**src/rtl/sdbl_pkg.sv**
```systemverilog
// ----------------------------------------------------------------------------
// sdbl_pkg
// Shared types, grid constants and cell search for the star density lookup.
// ----------------------------------------------------------------------------
package sdbl_pkg;

    localparam int MAG_BINS  = 32;
    localparam int LON_NODES = 6;
    localparam int LAT_NODES = 9;

    localparam int BIN_W      = $clog2(MAG_BINS);
    localparam int LAT_CELL_W = $clog2(LAT_NODES);
    localparam int LON_CELL_W = $clog2(LON_NODES);
    localparam int BIN_STRIDE = LAT_NODES * LON_NODES;
    localparam int TBL_DEPTH  = MAG_BINS * BIN_STRIDE;
    localparam int TBL_AW     = $clog2(TBL_DEPTH);

    localparam int CNT_W   = 24;
    localparam int SUM_W   = 29;
    localparam int OFF_W   = 14;
    localparam int FRAC_W  = 17;
    localparam int LERP_W  = 30;

    localparam int LAT_GRID [LAT_NODES] =
        '{-9000, -6000, -3000, -1000, 0, 1000, 3000, 6000, 9000};
    localparam int LON_GRID [LON_NODES] = '{0, 1000, 9000, 18000, 27000, 36000};

    typedef enum logic [1:0] {
        CMD_QUERY = 2'd0,
        CMD_BREAK = 2'd1,
        CMD_COUNT = 2'd2,
        CMD_NONE  = 2'd3
    } sdbl_cmd_t;

    typedef enum logic [3:0] {
        ST_IDLE,
        ST_SCAN,
        ST_LOC_LAT,
        ST_DIV_LAT,
        ST_LOC_LON,
        ST_DIV_LON,
        ST_SUM,
        ST_SUM_TAIL,
        ST_LERP,
        ST_FINISH
    } sdbl_state_t;

    typedef struct packed {
        logic             start;
        logic [OFF_W-1:0] offset;
        logic [OFF_W-1:0] width;
    } sdbl_div_req_t;

    typedef struct packed {
        logic                     start;
        logic signed [LERP_W-1:0] a;
        logic signed [LERP_W-1:0] b;
        logic [FRAC_W-1:0]        frac;
    } sdbl_lerp_req_t;

    function automatic logic [LAT_CELL_W-1:0] lat_cell(input logic signed [15:0] pos);
        logic [LAT_CELL_W-1:0] c;
        c = LAT_CELL_W'(LAT_NODES - 2);
        for (int i = 0; i < LAT_NODES - 1; i++) begin
            if (LAT_GRID[i] <= int'(pos) && int'(pos) < LAT_GRID[i+1])
            begin
                c = LAT_CELL_W'(i);
            end
        end
        return c;
    endfunction

    function automatic logic [LON_CELL_W-1:0] lon_cell(input logic [15:0] pos);
        logic [LON_CELL_W-1:0] c;
        c = LON_CELL_W'(LON_NODES - 2);
        for (int i = 0; i < LON_NODES - 1; i++) begin
            if (LON_GRID[i] <= int'(pos) && int'(pos) < LON_GRID[i+1])
            begin
                c = LON_CELL_W'(i);
            end
        end
        return c;
    endfunction

endpackage

```
**src/rtl/sdbl_lerp.sv**
```systemverilog
// ----------------------------------------------------------------------------
// sdbl_lerp
// Shared interpolation unit: a + trunc(frac*(b-a)/65536).
// ----------------------------------------------------------------------------
module sdbl_lerp
    import sdbl_pkg::*;
(
    input  logic                     clk,
    input  logic                     rst_n,
    input  sdbl_lerp_req_t           req,
    output logic                     done,
    output logic signed [LERP_W-1:0] res
);

    localparam int PROD_W = LERP_W + FRAC_W + 2;

    logic                     mul_vld_reg, done_reg;
    logic signed [PROD_W-1:0] prod_reg;
    logic signed [LERP_W-1:0] a_reg, res_reg;
    logic signed [LERP_W:0]   diff;
    logic signed [PROD_W-1:0] prod_adj;
    logic signed [PROD_W-1:0] quo;
    logic signed [LERP_W:0]   sum;

    assign diff = (LERP_W+1)'(req.b) - (LERP_W+1)'(req.a);

    // round toward zero on negative products
    always_comb
    begin
        prod_adj = prod_reg[PROD_W-1] ? prod_reg + PROD_W'(65535) : prod_reg;
        quo      = prod_adj >>> 16;
        sum      = (LERP_W+1)'(a_reg) + (LERP_W+1)'(quo[LERP_W-1:0]);
    end

    always_ff @(posedge clk or negedge rst_n)
    begin
        if (!rst_n)
        begin
            mul_vld_reg <= 1'b0;
            done_reg    <= 1'b0;
        end
        else
        begin
            mul_vld_reg <= req.start;
            done_reg    <= mul_vld_reg;
        end
    end

    always_ff @(posedge clk)
    begin
        if (req.start)
        begin
            prod_reg <= PROD_W'($signed({1'b0, req.frac}) * diff);
            a_reg    <= req.a;
        end
        if (mul_vld_reg)
        begin
            res_reg <= sum[LERP_W-1:0];
        end
    end

    assign done = done_reg;
    assign res  = res_reg;

endmodule

```
**config.mk**
```make
export PLATFORM = sky130hd
export DESIGN_NAME = sdbl_lerp
export DESIGN_NICKNAME = d
export VERILOG_FILES = /design/src/rtl/sdbl_pkg.sv /design/src/rtl/sdbl_lerp.sv
export SDC_FILE = /design/constraint.sdc
export NUM_CORES = 2
export LEC_CHECK = 0
export ABC_AREA = 1
export BUFFER_PORTS_ARGS = -buffer_cell sky130_fd_sc_hd__buf_4
export CAP_MARGIN = 20
export CORE_MARGIN = 2
export CORE_UTILIZATION = 42
export DETAILED_ROUTE_END_ITERATION = 12
export PLACE_DENSITY_LB_ADDON = 0.05
export SETUP_SLACK_MARGIN = 0.4
export SYNTH_ARGS = -nofsm -noshare
export SYNTH_HDL_FRONTEND = slang
export SYNTH_SLANG_ARGS = --single-unit
```
**constraint.sdc**
```tcl
create_clock -name clk -period 2.5 [get_ports clk]
set_input_delay 0.25 -clock clk [delete_from_list [all_inputs] [get_ports clk]]
set_output_delay 0.25 -clock clk [all_outputs]
set_load 0.02 [all_outputs]
```
==> summary.md <==
| Metric | Value |
|---|---|
| Post-synth top area share | 0.372 |
| Critical-path top delay cell | fa_1 |
| Clk root buf | clkbuf_16 |
| Finished Layout Cells | slightly above 5000 |
| Fin util | 0.644 |
| Slew Limit Fails | 0 |
| Most common cell on crit path | fa_1 |
| RSZ-0062 raised after global routing | yes |
| Total CTS buffers | 9 |
| CTS tree | yes |
| Die area | between 60000 and 70000 um2 |
| Synth async-reset ratio | 0.0183 |
| Clock Sinks | 109 |
| Vias in the first global route | 28504 |
| Total Wirelength | approximately 110000 um |
| Htree depth | 3 |
| Leading cell type in the layout, fill and taps excluded | inv_1 |
| DIE HEIGHT | 259 um |
| Outcome | complete, but fails checks |
| Syn Area/Cell | 7.77 um2 |
| Mapped Area | between 20000 and 30000 um2 |
| Worst-Skew Late Latency | approximately 0.38 ns |
| Met1 usage in global routing | 0.448 |
| 1st-iter DRT viols | between 1500 and 2000 |
| Largest net degree at the start of global routing | between 40 and 50 |
| Syn nets | roughly 4300 |
| FP Rows | 93 |
| Place WS | -4.85 ns |
| Number of flip-flops under the largest register name | 47 |
| Critical Path Max Stage Delay | 0.52 ns |
| Max clock buf depth | 2 |
| Netlist cell types | 48 |
| I/O pin cnt | roughly 110 |
| Failing checks | negative setup slack |
| DRT Pass-1 Iters | 5 |
| Min cycle time layout | ~6.5 ns |
| Predominant post-synthesis flop cell | edfxtp_1 |
| Initial Util | 0.425 |
| Routing usage on met2 | 0.557 |
| Routed vias | 26704 |
| Cells after DPL | 5050 |
| CP arrival | approximately 6.7 ns |
| Synth Instances | about 3500 |
| Overflow after GRT | 0 |
| Die X-Extent | approximately 260 um |
| Worst-path clk slew | ~0.080 ns |
| Core ar. | 64500 um2 |
| Fin nets | between 5000 and 6000 |
| Wire length per cell | roughly 21 um |
| Slew headroom | 0.623 |
| Worst min-delay path class | in -> reg |
| GP Congestion | around 1 |
| Global-route usage over all layers | 0.331 |
| Final period util | 2.60 |
| Post-DP HPWL | between 90000 and 100000 um |
| First-pass GRT wire length | around 170000 um |
| Worst slew pin tran | approximately 0.57 ns |
| Max cap viols | 0 |
| Critical Path RT | roughly 2.6 ns |
| Cell type with the highest aggregate area in the netlist | fa_1 |
| Gr busiest metal | met2 |
| Ant. Diodes | 0 |
| Post-synthesis sequential area ratio | 0.119 |
| Worst-path fanout max | 5 |
| Final setup skew | around 0.015 ns |
| Syn. warnings | 0 |
| IO buf count | 110 |
| Most frequent cells in the layout | inv_1, buf_4, fa_1 |
| DRC | 0 |
| Max Fclk | around 0.15 GHz |
| DR vias/cell | slightly above 5 |
| Post-synth EDFFs | about 110 |
| Worst setup margin | -4.01 ns |
| Final setup viols | 71 |
| Largest cells by area after synthesis | fa_1, inv_1, edfxtp_1 |
| Startpoint types | input pin |
| Antenna violations before repair | 0 |
| GR Layer Usage met3 | 0.0376 |
| ANT nets after route | 0 |
| Critical path class | in -> reg |
| Area Overhead vs Synth | 51.7% |
| Flops & latches, synth | ~110 |
| CP endpoint kind | register |
| Share of post-route cells with drive strength above 1 | 0.432 |
| Fin. Hold Viols | 0 |
## stage by stage
stage / TNS [ns] / cell area (um2) / hold WS [ns]
finish: -165.70 / 41500 / 0.0661
global route: -175.84 / 41500 / 0.0557
CTS: -159.96 / 39800 / 0.0684
detailed placement: -201.51 / 35500 / 0.0366
global placement: -199.74 / 35500 / 0.0314
floorplan: -140.00 / 28800 / -0.0456
## layer usage
layer  wire [um]  vias to the layer above
li1            -                    12173
met1       46100                    13361
met2       52000                      969
met3        7080                      201
met4        4330                        0
met5           0                        -
## kinds of logic (layout without fill, tap and decap cells)
kind of cell / Yosys count / count (layout) / synth area share
DFF: 109 / 109 / 0.119
xor gates and xnor gates: 75 / 75 / 0.0243
adders and majority gates: 683 / 683 / 0.452
AOI/OAI and AO/OA: 204 / 204 / 0.0398
and+or+nand+nor: 1481 / 1481 / 0.230
buffers and inverters: 972 / 1787 / 0.135
## critical path: cells and delay by family
kind,cells,cell delay (ns)
fa+ha+maj,9,3.81
buf+inv,10,0.84
simple gates,15,1.74
## path summary, 6_finish.rpt
kind | startpoint | endpoint | slack [ns] | cells past startpoint
worst max-delay path | req[17] | prod_reg[48] | -4.01 | 34
min in group asynchronous | rst_n | done | 0.20 | 2
worst max register to register | prod_reg[2] | res[28] | -0.50 | 18
worst min register to register | a_reg[0] | res[0] | 0.64 | 1
max in group asynchronous | rst_n | mul_vld_reg | 2.22 | 2
worst min-delay path | req[56] | a_reg[9] | 0.07 | 1
## final cells by class
| type | instances | area [um2] |
|---|---|---|
| Clock buffer | 9 | 225 |
| Clock inverter | 7 | 97.6 |
| Tap cell | 855 | 1070 |
| Fill cell | 5535 | 22900 |
| Timing Repair Buffer | 874 | 7560 |
| Inverter | 897 | 3430 |
| Sequential cell | 109 | 3260 |
| Multi-Input combinational cell | 2443 | 25900 |
## repair_timing
| item | 4_1_cts | 5_1_grt |
|---|---|---|
| buffers inserted | 91 | 34 |
| hold buffers | 1 | 0 |
| hold endpoints to repair | 2 | 0 |
| pin swaps | 334 | 284 |
| resized for setup | 767 | 367 |
| setup endpoints to repair | 75 | 74 |
| cloned | 2 | 0 |
## cell usage after synthesis, types with 2 or more instances
cell type and number:
ha_1 175, a21oi_1 109, nor2_1 448, nand3_2 11, nor3_1 18, buf_6 3
o21bai_1 11, nand2_1 655, inv_2 5, buf_2 7, nand3b_1 8, edfxtp_1 107
a31oi_1 4, buf_4 7, o21ai_0 66, nand3b_2 3, nand4_1 38, clkbuf_1 57
clkinv_1 7, nor4_1 3, fa_1 508, dfrtp_1 2, nand3_1 248, nand4_2 5
nand2_2 24, a21boi_0 5, or2_2 10, a21o_1 4, xnor2_1 15, inv_1 885
xor2_1 59
Power is not shown: default switching activity piles up to over one toggle a cycle in this logic, so the estimate is an artifact.
