**src/rtl/sdbl_pkg.sv**
```systemverilog
// ----------------------------------------------------------------------------
// sdbl_pkg
// Shared types, grid constants and cell search for the star density lookup.
// ----------------------------------------------------------------------------
package sdbl_pkg;

    localparam int MAG_BINS  = 32;
    localparam int LON_NODES = 6;
    localparam int LAT_NODES = 9;

    localparam int BIN_W      = $clog2(MAG_BINS);
    localparam int LAT_CELL_W = $clog2(LAT_NODES);
    localparam int LON_CELL_W = $clog2(LON_NODES);
    localparam int BIN_STRIDE = LAT_NODES * LON_NODES;
    localparam int TBL_DEPTH  = MAG_BINS * BIN_STRIDE;
    localparam int TBL_AW     = $clog2(TBL_DEPTH);

    localparam int CNT_W   = 24;
    localparam int SUM_W   = 29;
    localparam int OFF_W   = 14;
    localparam int FRAC_W  = 17;
    localparam int LERP_W  = 30;

    localparam int LAT_GRID [LAT_NODES] =
        '{-9000, -6000, -3000, -1000, 0, 1000, 3000, 6000, 9000};
    localparam int LON_GRID [LON_NODES] = '{0, 1000, 9000, 18000, 27000, 36000};

    typedef enum logic [1:0] {
        CMD_QUERY = 2'd0,
        CMD_BREAK = 2'd1,
        CMD_COUNT = 2'd2,
        CMD_NONE  = 2'd3
    } sdbl_cmd_t;

    typedef enum logic [3:0] {
        ST_IDLE,
        ST_SCAN,
        ST_LOC_LAT,
        ST_DIV_LAT,
        ST_LOC_LON,
        ST_DIV_LON,
        ST_SUM,
        ST_SUM_TAIL,
        ST_LERP,
        ST_FINISH
    } sdbl_state_t;

    typedef struct packed {
        logic             start;
        logic [OFF_W-1:0] offset;
        logic [OFF_W-1:0] width;
    } sdbl_div_req_t;

    typedef struct packed {
        logic                     start;
        logic signed [LERP_W-1:0] a;
        logic signed [LERP_W-1:0] b;
        logic [FRAC_W-1:0]        frac;
    } sdbl_lerp_req_t;

    function automatic logic [LAT_CELL_W-1:0] lat_cell(input logic signed [15:0] pos);
        logic [LAT_CELL_W-1:0] c;
        c = LAT_CELL_W'(LAT_NODES - 2);
        for (int i = 0; i < LAT_NODES - 1; i++) begin
            if (LAT_GRID[i] <= int'(pos) && int'(pos) < LAT_GRID[i+1])
            begin
                c = LAT_CELL_W'(i);
            end
        end
        return c;
    endfunction

    function automatic logic [LON_CELL_W-1:0] lon_cell(input logic [15:0] pos);
        logic [LON_CELL_W-1:0] c;
        c = LON_CELL_W'(LON_NODES - 2);
        for (int i = 0; i < LON_NODES - 1; i++) begin
            if (LON_GRID[i] <= int'(pos) && int'(pos) < LON_GRID[i+1])
            begin
                c = LON_CELL_W'(i);
            end
        end
        return c;
    endfunction

endpackage

```
**src/rtl/sdbl_frac_div.sv**
```systemverilog
// ----------------------------------------------------------------------------
// sdbl_frac_div
// Bit-serial divider: Q1.16 fraction offset*65536/width, offset <= width.
// ----------------------------------------------------------------------------
module sdbl_frac_div
    import sdbl_pkg::*;
(
    input  logic                clk,
    input  logic                rst_n,
    input  sdbl_div_req_t       req,
    output logic                done,
    output logic [FRAC_W-1:0]   quot
);

    logic                busy_reg, busy_next;
    logic                done_reg, done_next;
    logic [4:0]          cnt_reg, cnt_next;
    logic [OFF_W:0]      rem_reg, rem_next;
    logic [OFF_W-1:0]    wid_reg, wid_next;
    logic [FRAC_W-1:0]   q_reg, q_next;
    logic [OFF_W+1:0]    cand;
    logic                ge;

    // first step tests the integer bit without a shift
    always_comb
    begin
        cand = (cnt_reg == 5'd0) ? {1'b0, rem_reg} : {rem_reg, 1'b0};
        ge   = cand >= {2'b00, wid_reg};
        busy_next = busy_reg;
        done_next = 1'b0;
        cnt_next  = cnt_reg;
        rem_next  = rem_reg;
        wid_next  = wid_reg;
        q_next    = q_reg;
        if (req.start)
        begin
            busy_next = 1'b1;
            cnt_next  = 5'd0;
            rem_next  = {1'b0, req.offset};
            wid_next  = req.width;
            q_next    = '0;
        end
        else if (busy_reg)
        begin
            rem_next = ge ? (OFF_W+1)'(cand - {2'b00, wid_reg}) : (OFF_W+1)'(cand);
            q_next   = {q_reg[FRAC_W-2:0], ge};
            cnt_next = cnt_reg + 5'd1;
            if (cnt_reg == 5'(FRAC_W - 1))
            begin
                busy_next = 1'b0;
                done_next = 1'b1;
            end
        end
    end

    always_ff @(posedge clk or negedge rst_n)
    begin
        if (!rst_n)
        begin
            busy_reg <= 1'b0;
            done_reg <= 1'b0;
            cnt_reg  <= '0;
        end
        else
        begin
            busy_reg <= busy_next;
            done_reg <= done_next;
            cnt_reg  <= cnt_next;
        end
    end

    always_ff @(posedge clk)
    begin
        rem_reg <= rem_next;
        wid_reg <= wid_next;
        q_reg   <= q_next;
    end

    assign done = done_reg;
    assign quot = q_reg;

endmodule

```
**config.mk**
```make
export PLATFORM = sky130hd
export DESIGN_NAME = sdbl_frac_div
export DESIGN_NICKNAME = d
export VERILOG_FILES = /design/src/rtl/sdbl_pkg.sv /design/src/rtl/sdbl_frac_div.sv
export SDC_FILE = /design/constraint.sdc
export NUM_CORES = 1
export LEC_CHECK = 0
export BUFFER_PORTS_ARGS = -buffer_cell sky130_fd_sc_hd__buf_2
export CAP_MARGIN = 20
export CORE_MARGIN = 1.5
export CORE_UTILIZATION = 60
export CTS_BUF_LIST = sky130_fd_sc_hd__clkbuf_16
export CTS_CLUSTER_DIAMETER = 80
export CTS_CLUSTER_SIZE = 10
export DETAILED_ROUTE_END_ITERATION = 12
export MAX_ROUTING_LAYER = met4
export PLACE_DENSITY = 0.85
export SETUP_SLACK_MARGIN = 0.05
export SLEW_MARGIN = 20
export SYNTH_ARGS = -nofsm -noshare
export SYNTH_HDL_FRONTEND = slang
export SYNTH_SLANG_ARGS = --single-unit
export TNS_END_PERCENT = 30
```
**constraint.sdc**
```tcl
create_clock -name clk -period 6.5 [get_ports clk]
set_clock_uncertainty 0.05 [all_clocks]
set_input_delay 0.65 -clock clk [delete_from_list [all_inputs] [get_ports clk]]
set_output_delay 0.65 -clock clk [all_outputs]
set_load 0.05 [all_outputs]
```
==> out/qor.yml <==
antenna_cells: 0
coreArea_mm2: 0.00507
overflow: 0
holdCritPathClass: "input port to async pin"
crit_chain: "inv_1, ha_1, or4b_4, nand2_1, nand2_1, ha_1, o211ai_1, o21ai_0, nand4_1, a31oi_1, nor2_1, o221a_2"
drtAntennaViolNets: 0
synth.largest_area_cell: "edfxtp_1"
finalInstanceArea_mm2: 0.00355
grtUsageTotal_pct: 28.5
ir_drop_uv: 255
grt_max_degree: 55
fin_crit_sh_pct: 64.9
relSlewSlack_pct: 29.8
netlist_instances: 335
synth_top_area_share_pct: 26.9
final_hold_viol_count: 0
insertion_delay_ns: 0.29
cp_max_fo: 13
cts_tree: "built"
dp_hpwl_um: 5090
crit_path_start_kind: "flip-flop"
final_core_util_pct: 70.0
cts_hold_buf: 0
p_sw_share_pct: 41.6
portBuffers: 48
dpl.cell_count: 440
leakage_nw: 1.74
cts_buffers: 5
num_io_pins: 49
drive_gt1_share_pct: 17.5
finalSetupViolations: 0
powerDensity_mw_per_mm2: 423
cts_sinks: 53
routed_wl_um: 7290
grt_setup_unrepaired: "false"
die-area_mm2: 0.00564
fin_tns_setup_ns: 0
max_freq_ghz: 0.237
grt_pass1_vias: 2600
num_vias: 2693
postCtsSetupBuffers: 0
status: "finished, final reports clean"
drt-initial-drc-count: 264
yosys.cell_types.count: 51
placementRows: 26
cts.repair.resized: 0
avgSynthCellArea_um2: 9.31
start_util_pct: 61.5
crit_required_ns: 6.50
tightest_slew_ns: 1.05
htree_num_levels: 2
grt_first_pass_wirelength_um: 11800
path_class: "flip-flop to flip-flop"
nets: 425
drtPass1Iterations: 5
syn_to_final_growth_pct: 13.9
synthFlopType: "edfxtp_1"
drv_cap: 0
viasPerCell: 6.01
cts.path.max_buffers: 2
place_area_mm2: 0.00341
yosys_warnings: 0
die_y_um: 75.1
crit_slowest_cell: "a31oi_1"
crit_buf_inv: 1
largest_reg_flops: 17
p_int_mw: 0.878
critPathMaxStageDelay_ns: 0.80
yosys-top-cells-area: "edfxtp_1, dfxtp_1, nand2_1"
path_clk_slew_ns: 0.07
synth-seq-area-share_pct: 44.1
ff2ff_setup_slack_ns: 2.28
synth.cell_area_mm2: 0.00312
power_frac_clock_pct: 17.5
syn_nets: 383
fin_total_pwr_mw: 1.50
antenna_found_initial: 0
gp_congestion: 0.908
seqPwrFrac_pct: 31.5
synth_edf_count: 28
async_flop_share_pct: 13.2
stdcell_count: 448
p_comb_share_pct: 51.1
crit_path_end_kind: "flip-flop"
crit_family: "compound AO/OA/AOI/OAI gates"
cts_root_buf: "clkbuf_16"
drt-wirelength-per-cell_um: 16.3
ys_seq_elements: 53
arrival_ns: 4.22
min_period_ns: 4.22
power.switching_mw: 0.626
drv_slew: 0
drc: 0
die_x_um: 75.1
-- kinds of logic (layout without fill, tap and decap cells) --
family / after synthesis / count (layout) / synth area share, %
and+or+nand+nor: 125 / 125 / 18.4
AOI/OAI and AO/OA: 73 / 73 / 16.4
xor gates and xnor gates: 13 / 13 / 3.65
buffers and inverters: 35 / 78 / 4.33
muxes: 19 / 19 / 6.09
adders and majority gates: 17 / 17 / 7.06
DFF: 53 / 53 / 44.1
-- metal layers --
metal  wire [um]  track usage, %  share of wire, %
met5           0               -                 0
met4         125            10.9               1.7
met3         503            4.42               6.9
met2        3520            46.7                48
met1        3150            35.5                43
-- power by group through the flow --
stage	Sequential (mW)	Clock (mW)	Combinational (mW)
after global routing	0.478	0.276	0.849
after floorplan	0.483	0	0.571
after CTS	0.470	0.265	0.752
after global placement	0.475	0	0.733
final	0.473	0.263	0.768
after detailed placement	0.476	0	0.742
-- per-stage QoR --
| step | setup slack, ns | hold WS (ns) |
|---|---|---|
| 2_1_floorplan | 2.79 | 0.304 |
| 3_3_place_gp | 2.50 | 0.433 |
| 3_5_place_dp | 2.29 | 0.439 |
| 4_1_cts | 2.28 | 0.132 |
| 5_1_grt | 1.97 | 0.137 |
| 6_report | 2.28 | 0.128 |
-- cells in the final DEF (no fill, tap or decap), types with 7 or more instances in the layout --
| cell | count |
|---|---|
| a21oi_1 | 12 |
| a2bb2oi_1 | 8 |
| a31oi_1 | 9 |
| buf_2 | 48 |
| dfxtp_1 | 18 |
| edfxtp_1 | 28 |
| ha_1 | 16 |
| inv_1 | 21 |
| mux2i_1 | 19 |
| nand2_1 | 59 |
| nor2_1 | 34 |
| o21ai_0 | 11 |
| xnor2_1 | 7 |
-- synth_stat cells, types with 2 or more instances --
master	instances
inv_1	20
a21oi_1	12
nand4_1	5
clkbuf_1	10
o21ai_0	11
buf_1	3
and3_1	4
o211ai_1	6
a31oi_1	9
ha_1	16
or3_1	4
a2bb2oi_1	8
nand2_1	59
dfrtp_1	7
a31o_2	3
and4_1	3
nor3_1	2
nand3_1	3
nor4b_1	2
a311oi_1	2
dfxtp_1	18
xnor2_1	7
o31ai_1	3
o22a_1	2
mux2i_1	19
nor2_1	34
a211oi_1	4
a21o_1	4
edfxtp_1	28
xor2_1	6
-- final timing paths --
path / startpoint / endpoint / cells past startpoint
hold reg to reg: quot[16]$_SDFFE_PP0P_ / quot[16]$_SDFFE_PP0P_ / 2
hold / removal: rst_n / done$_DFF_PN0_ / 1
max in group asynchronous: rst_n / busy_reg$_DFF_PN0_ / 1
setup reg to reg: cnt_reg[0]$_DFFE_PN0P_ / rem_reg[2]$_DFFE_PP_ / 12
min in group clk: quot[16]$_SDFFE_PP0P_ / quot[16]$_SDFFE_PP0P_ / 2
setup / recovery: cnt_reg[0]$_DFFE_PN0P_ / rem_reg[2]$_DFFE_PP_ / 12
-- final cells by class --
type / count / area, um2
Fill cell: 400 / 1520
Clock buffer: 5 / 125
Clock inverter: 3 / 16.3
Sequential cell: 53 / 1380
Multi-Input combinational cell: 247 / 1620
Tap cell: 70 / 87.6
Timing Repair Buffer: 49 / 248
Inverter: 21 / 78.8
Power figures use the tool's default switching activity.
