--- src/rtl/sdbl_ram.sv ---
// ----------------------------------------------------------------------------
// sdbl_ram
// Generic single-port RAM with registered read.
// ----------------------------------------------------------------------------
module sdbl_ram #(
    parameter int WIDTH = 8,
    parameter int DEPTH = 16
) (
    input  logic                     clk,
    input  logic                     we,
    input  logic [$clog2(DEPTH)-1:0] addr,
    input  logic [WIDTH-1:0]         wdata,
    output logic [WIDTH-1:0]         rdata
);

    logic [WIDTH-1:0] mem [DEPTH];

    always_ff @(posedge clk)
    begin
        if (we)
        begin
            mem[addr] <= wdata;
        end
        rdata <= mem[addr];
    end

endmodule

--- config.mk ---
export PLATFORM = sky130hd
export DESIGN_NAME = sdbl_ram
export DESIGN_NICKNAME = d
export VERILOG_FILES = /design/src/rtl/sdbl_ram.sv
export SDC_FILE = /design/constraint.sdc
export NUM_CORES = 1
export LEC_CHECK = 0
export ABC_AREA = 0
export BUFFER_PORTS_ARGS = -buffer_cell sky130_fd_sc_hd__buf_2
export CAP_MARGIN = 40
export CORE_ASPECT_RATIO = 1.2
export CORE_MARGIN = 10
export CORE_UTILIZATION = 50
export DETAILED_ROUTE_END_ITERATION = 8
export GPL_TIMING_DRIVEN = 1
export MAX_ROUTING_LAYER = met4
export PLACE_DENSITY = 0.75
export SLEW_MARGIN = 40
export SYNTH_ARGS = -nofsm -noshare
export SYNTH_HDL_FRONTEND = slang
export SYNTH_SLANG_ARGS = --single-unit
--- constraint.sdc ---
create_clock -name clk -period 2.2 [get_ports clk]
set_input_delay 0.33 -clock clk [delete_from_list [all_inputs] [get_ports clk]]
set_output_delay 0.33 -clock clk [all_outputs]
set_load 0.02 [all_outputs]
==> results.toml, run 1 <==
[status]
outcome = "finished clean"

[clocking]
post_cts_buffers = 0
clk-insertion-delay-late_ns = 0.41
cts_buffers = 17
cts_tree = "done"
cts.clk_slew.worst_paths_ns = 0.06
cts.sinks = 136
cts_resized = 0
cts_hold_buf = 0
root_buffer = "clkbuf_16"
ctsHtreeMaxLevel = 4
clockBufferDepth = 2

[placed_design]
portBuffers = 21
dp.cells = 389
place_hpwl_mm = 6.27
dpl_cell_area_sq_um = 5460
gp_congestion = 0.798

[synthesis]
synth_mux_area_frac = 0.142
netlist_instances = 230
ys_seq_area_frac = 0.790
yosys_warnings = 0
yosysTopAreaCellShare = 0.759
async_flop_share = 0
synth_top_family_by_area = "multiplexers"
synth.most_common_cell = "edfxtp_1"
synth-edff-count = 128
synthSimpleGateAreaFrac = 0.0321
yosys.area.top_type = "edfxtp_1"
synthFlopType = "edfxtp_1"
avgSynthCellArea_sq_um = 22.0
synthAdderAreaFrac = 0
synth_xor_area_frac = 0
synth_compound_area_frac = 0.0237
ys_seq_elements = 136
synth_common_cells = "edfxtp_1, mux4_2, a22oi_1"
yosys-top-cells-area = "edfxtp_1, mux4_2, dfxtp_1, a22oi_1, nor2_1"
synth_fp_nets = 244
synth_cell_type_count = 18
synth_area_sq_um = 5070

[critical_path]
path_buf_inv = 2
cp_slowest_stage_delay_ns = 0.55
critPathLaunch = "addr[0]"
crit_chain = "buf_2 -> buf_12 -> mux4_2 -> a22oi_1 -> nand2_1"
worstSetupPathType = "in2reg"
slowest_stage = "mux4_2"
arrival_ns = 1.69
cp.required_ns = 2.49
reg2reg_from = "mem[3][0]"
cp-start-kind = "input pin"
critPathTopFamily = "multiplexers"
worstSetupEndpointType = "flop"
cp_max_fo = 39

[detailed_routing]
antenna_left = 0
drc = 0
vias = 2345
dr.pass1.iters = 5
drt-total-wl_mm = 9.41
drt_iter0_drc = 137
viasPerCell = 5.57
detail_route.wl_per_cell_microns = 22.3

[floorplanning]
io_pins = 22
fp.dieW_microns = 112
die_y_microns = 130
fp-row-count = 40
coreArea_sq_um = 9960
dieArea_sq_um = 14600
start_util = 0.509

[grt]
antenna_found_initial = 0
met2_usage = 0.243
globalRouteMet3Util = 0.0358
top_usage_layer = "met2"
grt_start_max_net_pins = 40
grt_pass1_vias = 2603
grt_use_met1 = 0.156
grt_pass1_wl_mm = 15.0
grtUsageTotal = 0.143
overflow = 0

[sta]
worst_pin_slew_ns = 0.601
setup-tns-final_ns = 0
fmax_ghz = 0.714
relSlewSlack = 0.598
layout_min_cycle_time_ns = 1.40
finalCritPeriodShare = 0.636
slew_viol_final = 0
setup_viol = 0
fin_worst_skew_ns = 0.00632
final_hold_viol_count = 0
rsz0062_at_grt = "false"

[hold_path]
hold_start = "wdata[3]"
min_path_type = "in2reg"

[final_layout]
stdcell_count = 421
areaGrowthSynthToFinish_pct = 19.2
fin_nets = 296
diodes = 0
stdcell_area_sq_um = 6040
drive_gt1_frac = 0.366
fin_util = 0.606

[pwr]
power_w = 0.00594
p_leak_nw = 2.04
p_per_area_nw_per_um2 = 983
peakVddDrop_mv = 0.591

[job]
max_cap_violations = 0
==> kinds of logic after synthesis <==
logic type             count (synthesis)
and+or+nand+nor                       35
buffers and inverters                 11
AOI/OAI and AO/OA                     16
DFF                                  136
muxes                                 32
==> area by class of cell <==
| class | instances | area [sq um] |
|---|---|---|
| Clock buffer | 22 | 484 |
| Clock inverter | 10 | 100 |
| Fill cell | 663 | 3920 |
| Multi-Input combinational cell | 83 | 1000 |
| Sequential cell | 136 | 4000 |
| Tap cell | 126 | 158 |
| Timing Repair Buffer | 44 | 290 |
==> stage by stage <==
step	hold WS, ns	setup WS (ns)
CTS	0.283	0.820
floorplan	0.429	0.377
global route	0.302	0.718
global placement	0.649	0.387
finish	0.306	0.800
detailed placement	0.675	0.382
==> flip-flops by register name, summed over array words and instances (netlist names) <==
| name | flops |
|---|---|
| mem | 128 |
| rdata | 8 |
==> worst register-to-register path, delay by kind of cell, from the launching register on <==
family          cells  cell delay (ns)
flops               1             0.35
simple gates        1             0.09
mux                 1             0.47
compound gates      1             0.33
==> placed cells by master, fill, tap and decap left out, drive strengths merged <==
| master | count |
|---|---|
| nand2b | 2 |
| bufinv | 2 |
| and2 | 1 |
| nand3 | 1 |
| mux4 | 32 |
| edfxtp | 128 |
| buf | 44 |
| or3b | 1 |
| nor2b | 2 |
| nor3 | 4 |
| dfxtp | 8 |
| a22oi | 16 |
| nand3b | 2 |
| nor2 | 13 |
| nand2 | 9 |
| clkinv | 8 |
| clkbuf | 22 |
==> worst paths after layout <==
kind	endpoint	slack, ns	depth (start not counted)
worst max-delay path	rdata[0]	0.80	5
worst max register to register	rdata[0]	0.84	3
worst min-delay path	mem[11][3]	0.31	1
worst min register to register	rdata[2]	0.68	3
==> where the power goes <==
group / switching [W] / internal, W
clock network: 0.000968 / 0.00177
registers: 0.0000166 / 0.00290
logic: 0.000168 / 0.000118
==> layer usage <==
| metal | wire length (microns) | up-vias | share of wire |
|---|---|---|---|
| met3 | 297 | 13 | 0.032 |
| met2 | 5200 | 58 | 0.55 |
| met1 | 3770 | 1212 | 0.40 |
| li1 | - | 1062 | - |
| met4 | 144 | 0 | 0.015 |
| met5 | 0 | - | 0 |
No activity file was read; power rests on OpenSTA's default activity.
==> run 2, diff against run 1 <==
--- a/config.mk
+++ b/config.mk
@@ -5,7 +5,7 @@
 export SDC_FILE = /design/constraint.sdc
 export NUM_CORES = 1
 export LEC_CHECK = 0
-export ABC_AREA = 0
+export ABC_AREA = 1
 export BUFFER_PORTS_ARGS = -buffer_cell sky130_fd_sc_hd__buf_2
 export CAP_MARGIN = 40
 export CORE_ASPECT_RATIO = 1.2
==> constraint.sdc (replaced) <==
create_clock -name clk -period 1.3 [get_ports clk]
set_input_delay 0.195 -clock clk [delete_from_list [all_inputs] [get_ports clk]]
set_output_delay 0.195 -clock clk [all_outputs]
set_load 0.02 [all_outputs]
==> results.toml, run 2 <==
[floorplanning]
io_pins = 22
fp-row-count = 42
dieArea_sq_um = 15800
die_y_microns = 136
fp.dieW_microns = 117
coreArea_sq_um = 11000
start_util = 0.509

[grt]
overflow = 0
grt_pass1_wl_mm = 20.0
grt_start_max_net_pins = 27
antenna_found_initial = 0
grt_pass1_vias = 3903
grtUsageTotal = 0.176

[sta]
layout_min_cycle_time_ns = 1.06
relSlewSlack = 0.727
setup_viol = 0
rsz0062_at_grt = "false"
finalCritPeriodShare = 0.815
final_hold_viol_count = 0
fmax_ghz = 0.944
worst_pin_slew_ns = 0.410
setup-tns-final_ns = 0
slew_viol_final = 0
fin_worst_skew_ns = 0.00658
holdWs_ns = 0.220

[synthesis]
synth.most_common_cell = "nand2_1"
synth_common_cells = "nand2_1, edfxtp_1, inv_1"
netlist_instances = 548
yosysTopAreaCellShare = 0.687
synth_area_sq_um = 5590
yosys-top-cells-area = "edfxtp_1, nand2_1, dfxtp_1, inv_1, nor2_1"
avgSynthCellArea_sq_um = 10.2
synthFlopType = "edfxtp_1"
synth-edff-count = 128
synthSimpleGateAreaFrac = 0.248
synth_fp_nets = 562
synth_top_family_by_area = "simple AND/OR/NAND/NOR gates"
synthAdderAreaFrac = 0
synth_compound_area_frac = 0
synth_cell_type_count = 11
yosys_warnings = 0
ys_seq_area_frac = 0.716
async_flop_share = 0
ys_seq_elements = 136
yosys.area.top_type = "edfxtp_1"
synth_mux_area_frac = 0
synth_xor_area_frac = 0

[critical_path]
cp_max_fo = 1
worstSetupPathType = "reg2out"
path_buf_inv = 1
critPathTopFamily = "flip-flops"
cp-start-kind = "flop"
crit_chain = "buf_2"
arrival_ns = 0.86
slowest_stage = "dfxtp_1"
cp.required_ns = 1.11
cp_slowest_stage_delay_ns = 0.30
worstSetupEndpointType = "output port"

[final_layout]
final_common_cell = "nand2_1"
largest_reg_flops = 128
diodes = 0
top_regs = "mem x128, rdata x8"
drive_gt1_frac = 0.159
final_cell_mix = "nand2_1, edfxtp_1, inv_1, buf_2"
areaGrowthSynthToFinish_pct = 20.8
stdcell_count = 736
fin_nets = 605
fin_util = 0.615
top_register = "mem"

[hold_path]
min_path_type = "in2reg"

[placed_design]
place_hpwl_mm = 8.14
portBuffers = 21
dp.cells = 704
gp_congestion = 0.945

[detailed_routing]
wl_met3_microns = 815
dr.pass1.iters = 5
top_layer = "met4"
wl_met1_mm = 4.81
wl_met2_mm = 6.46
drt-total-wl_mm = 12.4
vias = 3800
antenna_left = 0
detail_route.wl_per_cell_microns = 16.9
drc = 0
drt_iter0_drc = 268
viasPerCell = 5.16

[job]
max_cap_violations = 0

[clocking]
ctsHtreeMaxLevel = 4
cts_resized = 0
cts_tree = "done"
root_buffer = "clkbuf_16"
cts_hold_buf = 0
cts.sinks = 136
cts.clk_slew.worst_paths_ns = 0.05
post_cts_buffers = 0
cts_buffers = 17
clk-insertion-delay-late_ns = 0.41
clockBufferDepth = 2

[pwr]
comb_power_share = 0.071
p_clk_frac = 0.450
peakVddDrop_mv = 1.21
power_w = 0.0103
pwr-share-seq = 0.479
swShare = 0.214
intPower_w = 0.00809
p_sw_w = 0.00220
p_leak_nw = 2.86
p_per_area_nw_per_um2 = 1520

[status]
outcome = "finished clean"
run 2: changes by cell type after synthesis, sizes merged, moves of 2 or more:
cell,previous run,this run
nor2b,2,0
nand3b,2,0
nand2b,2,0
inv,0,22
nor3,4,0
buf,8,18
mux4,32,0
nor2,13,18
nand2,9,346
a22oi,16,0
nand3,1,4
run 2: logic make-up after synthesis:
group,Yosys count
buffers and inverters,44
flip-flops,136
AND/OR/NAND/NOR,368
run 2: path summary, 6_finish.rpt:
kind / end / cells after the start / slack, ns / from
hold / removal: mem[6][4] / 1 / 0.22 / wdata[4]
hold reg to reg: rdata[4] / 8 / 0.71 / mem[14][4]
setup / recovery: rdata[4] / 1 / 0.24 / rdata[4]
setup reg to reg: rdata[1] / 8 / 0.25 / mem[3][1]
run 2: layout make-up:
type | instances | area (sq um)
fillers | 833 | 4230
well taps | 132 | 165
clock buffers | 24 | 482
inverters | 23 | 86.3
flip-flops and latches | 136 | 4000
multi-input cells | 368 | 1550
clock inverters | 8 | 97.6
repair buffers | 45 | 373
run 2: metal layers:
metal	GRT usage	vias up
met1	0.194	1774
met4	0.0757	0
met5	-	-
met3	0.0450	35
li1	-	1839
met2	0.296	152
run 2: power groups by stage:
stage | sequential [W] | combinational (W) | clock (W)
2_1_floorplan | 0.00505 | 0.000376 | 0
3_3_place_gp | 0.00502 | 0.000719 | 0
3_5_place_dp | 0.00502 | 0.000727 | 0
4_1_cts | 0.00493 | 0.000734 | 0.00468
5_1_grt | 0.00494 | 0.000814 | 0.00490
6_report | 0.00493 | 0.000728 | 0.00463
run 2: through the flow:
step,worst slack (ns),instance area (sq um)
4_1_cts,0.214,6750
5_1_grt,0.166,6750
6_report,0.240,6750
2_1_floorplan,-0.0155,5760
3_5_place_dp,-0.0656,6170
3_3_place_gp,-0.0425,6170
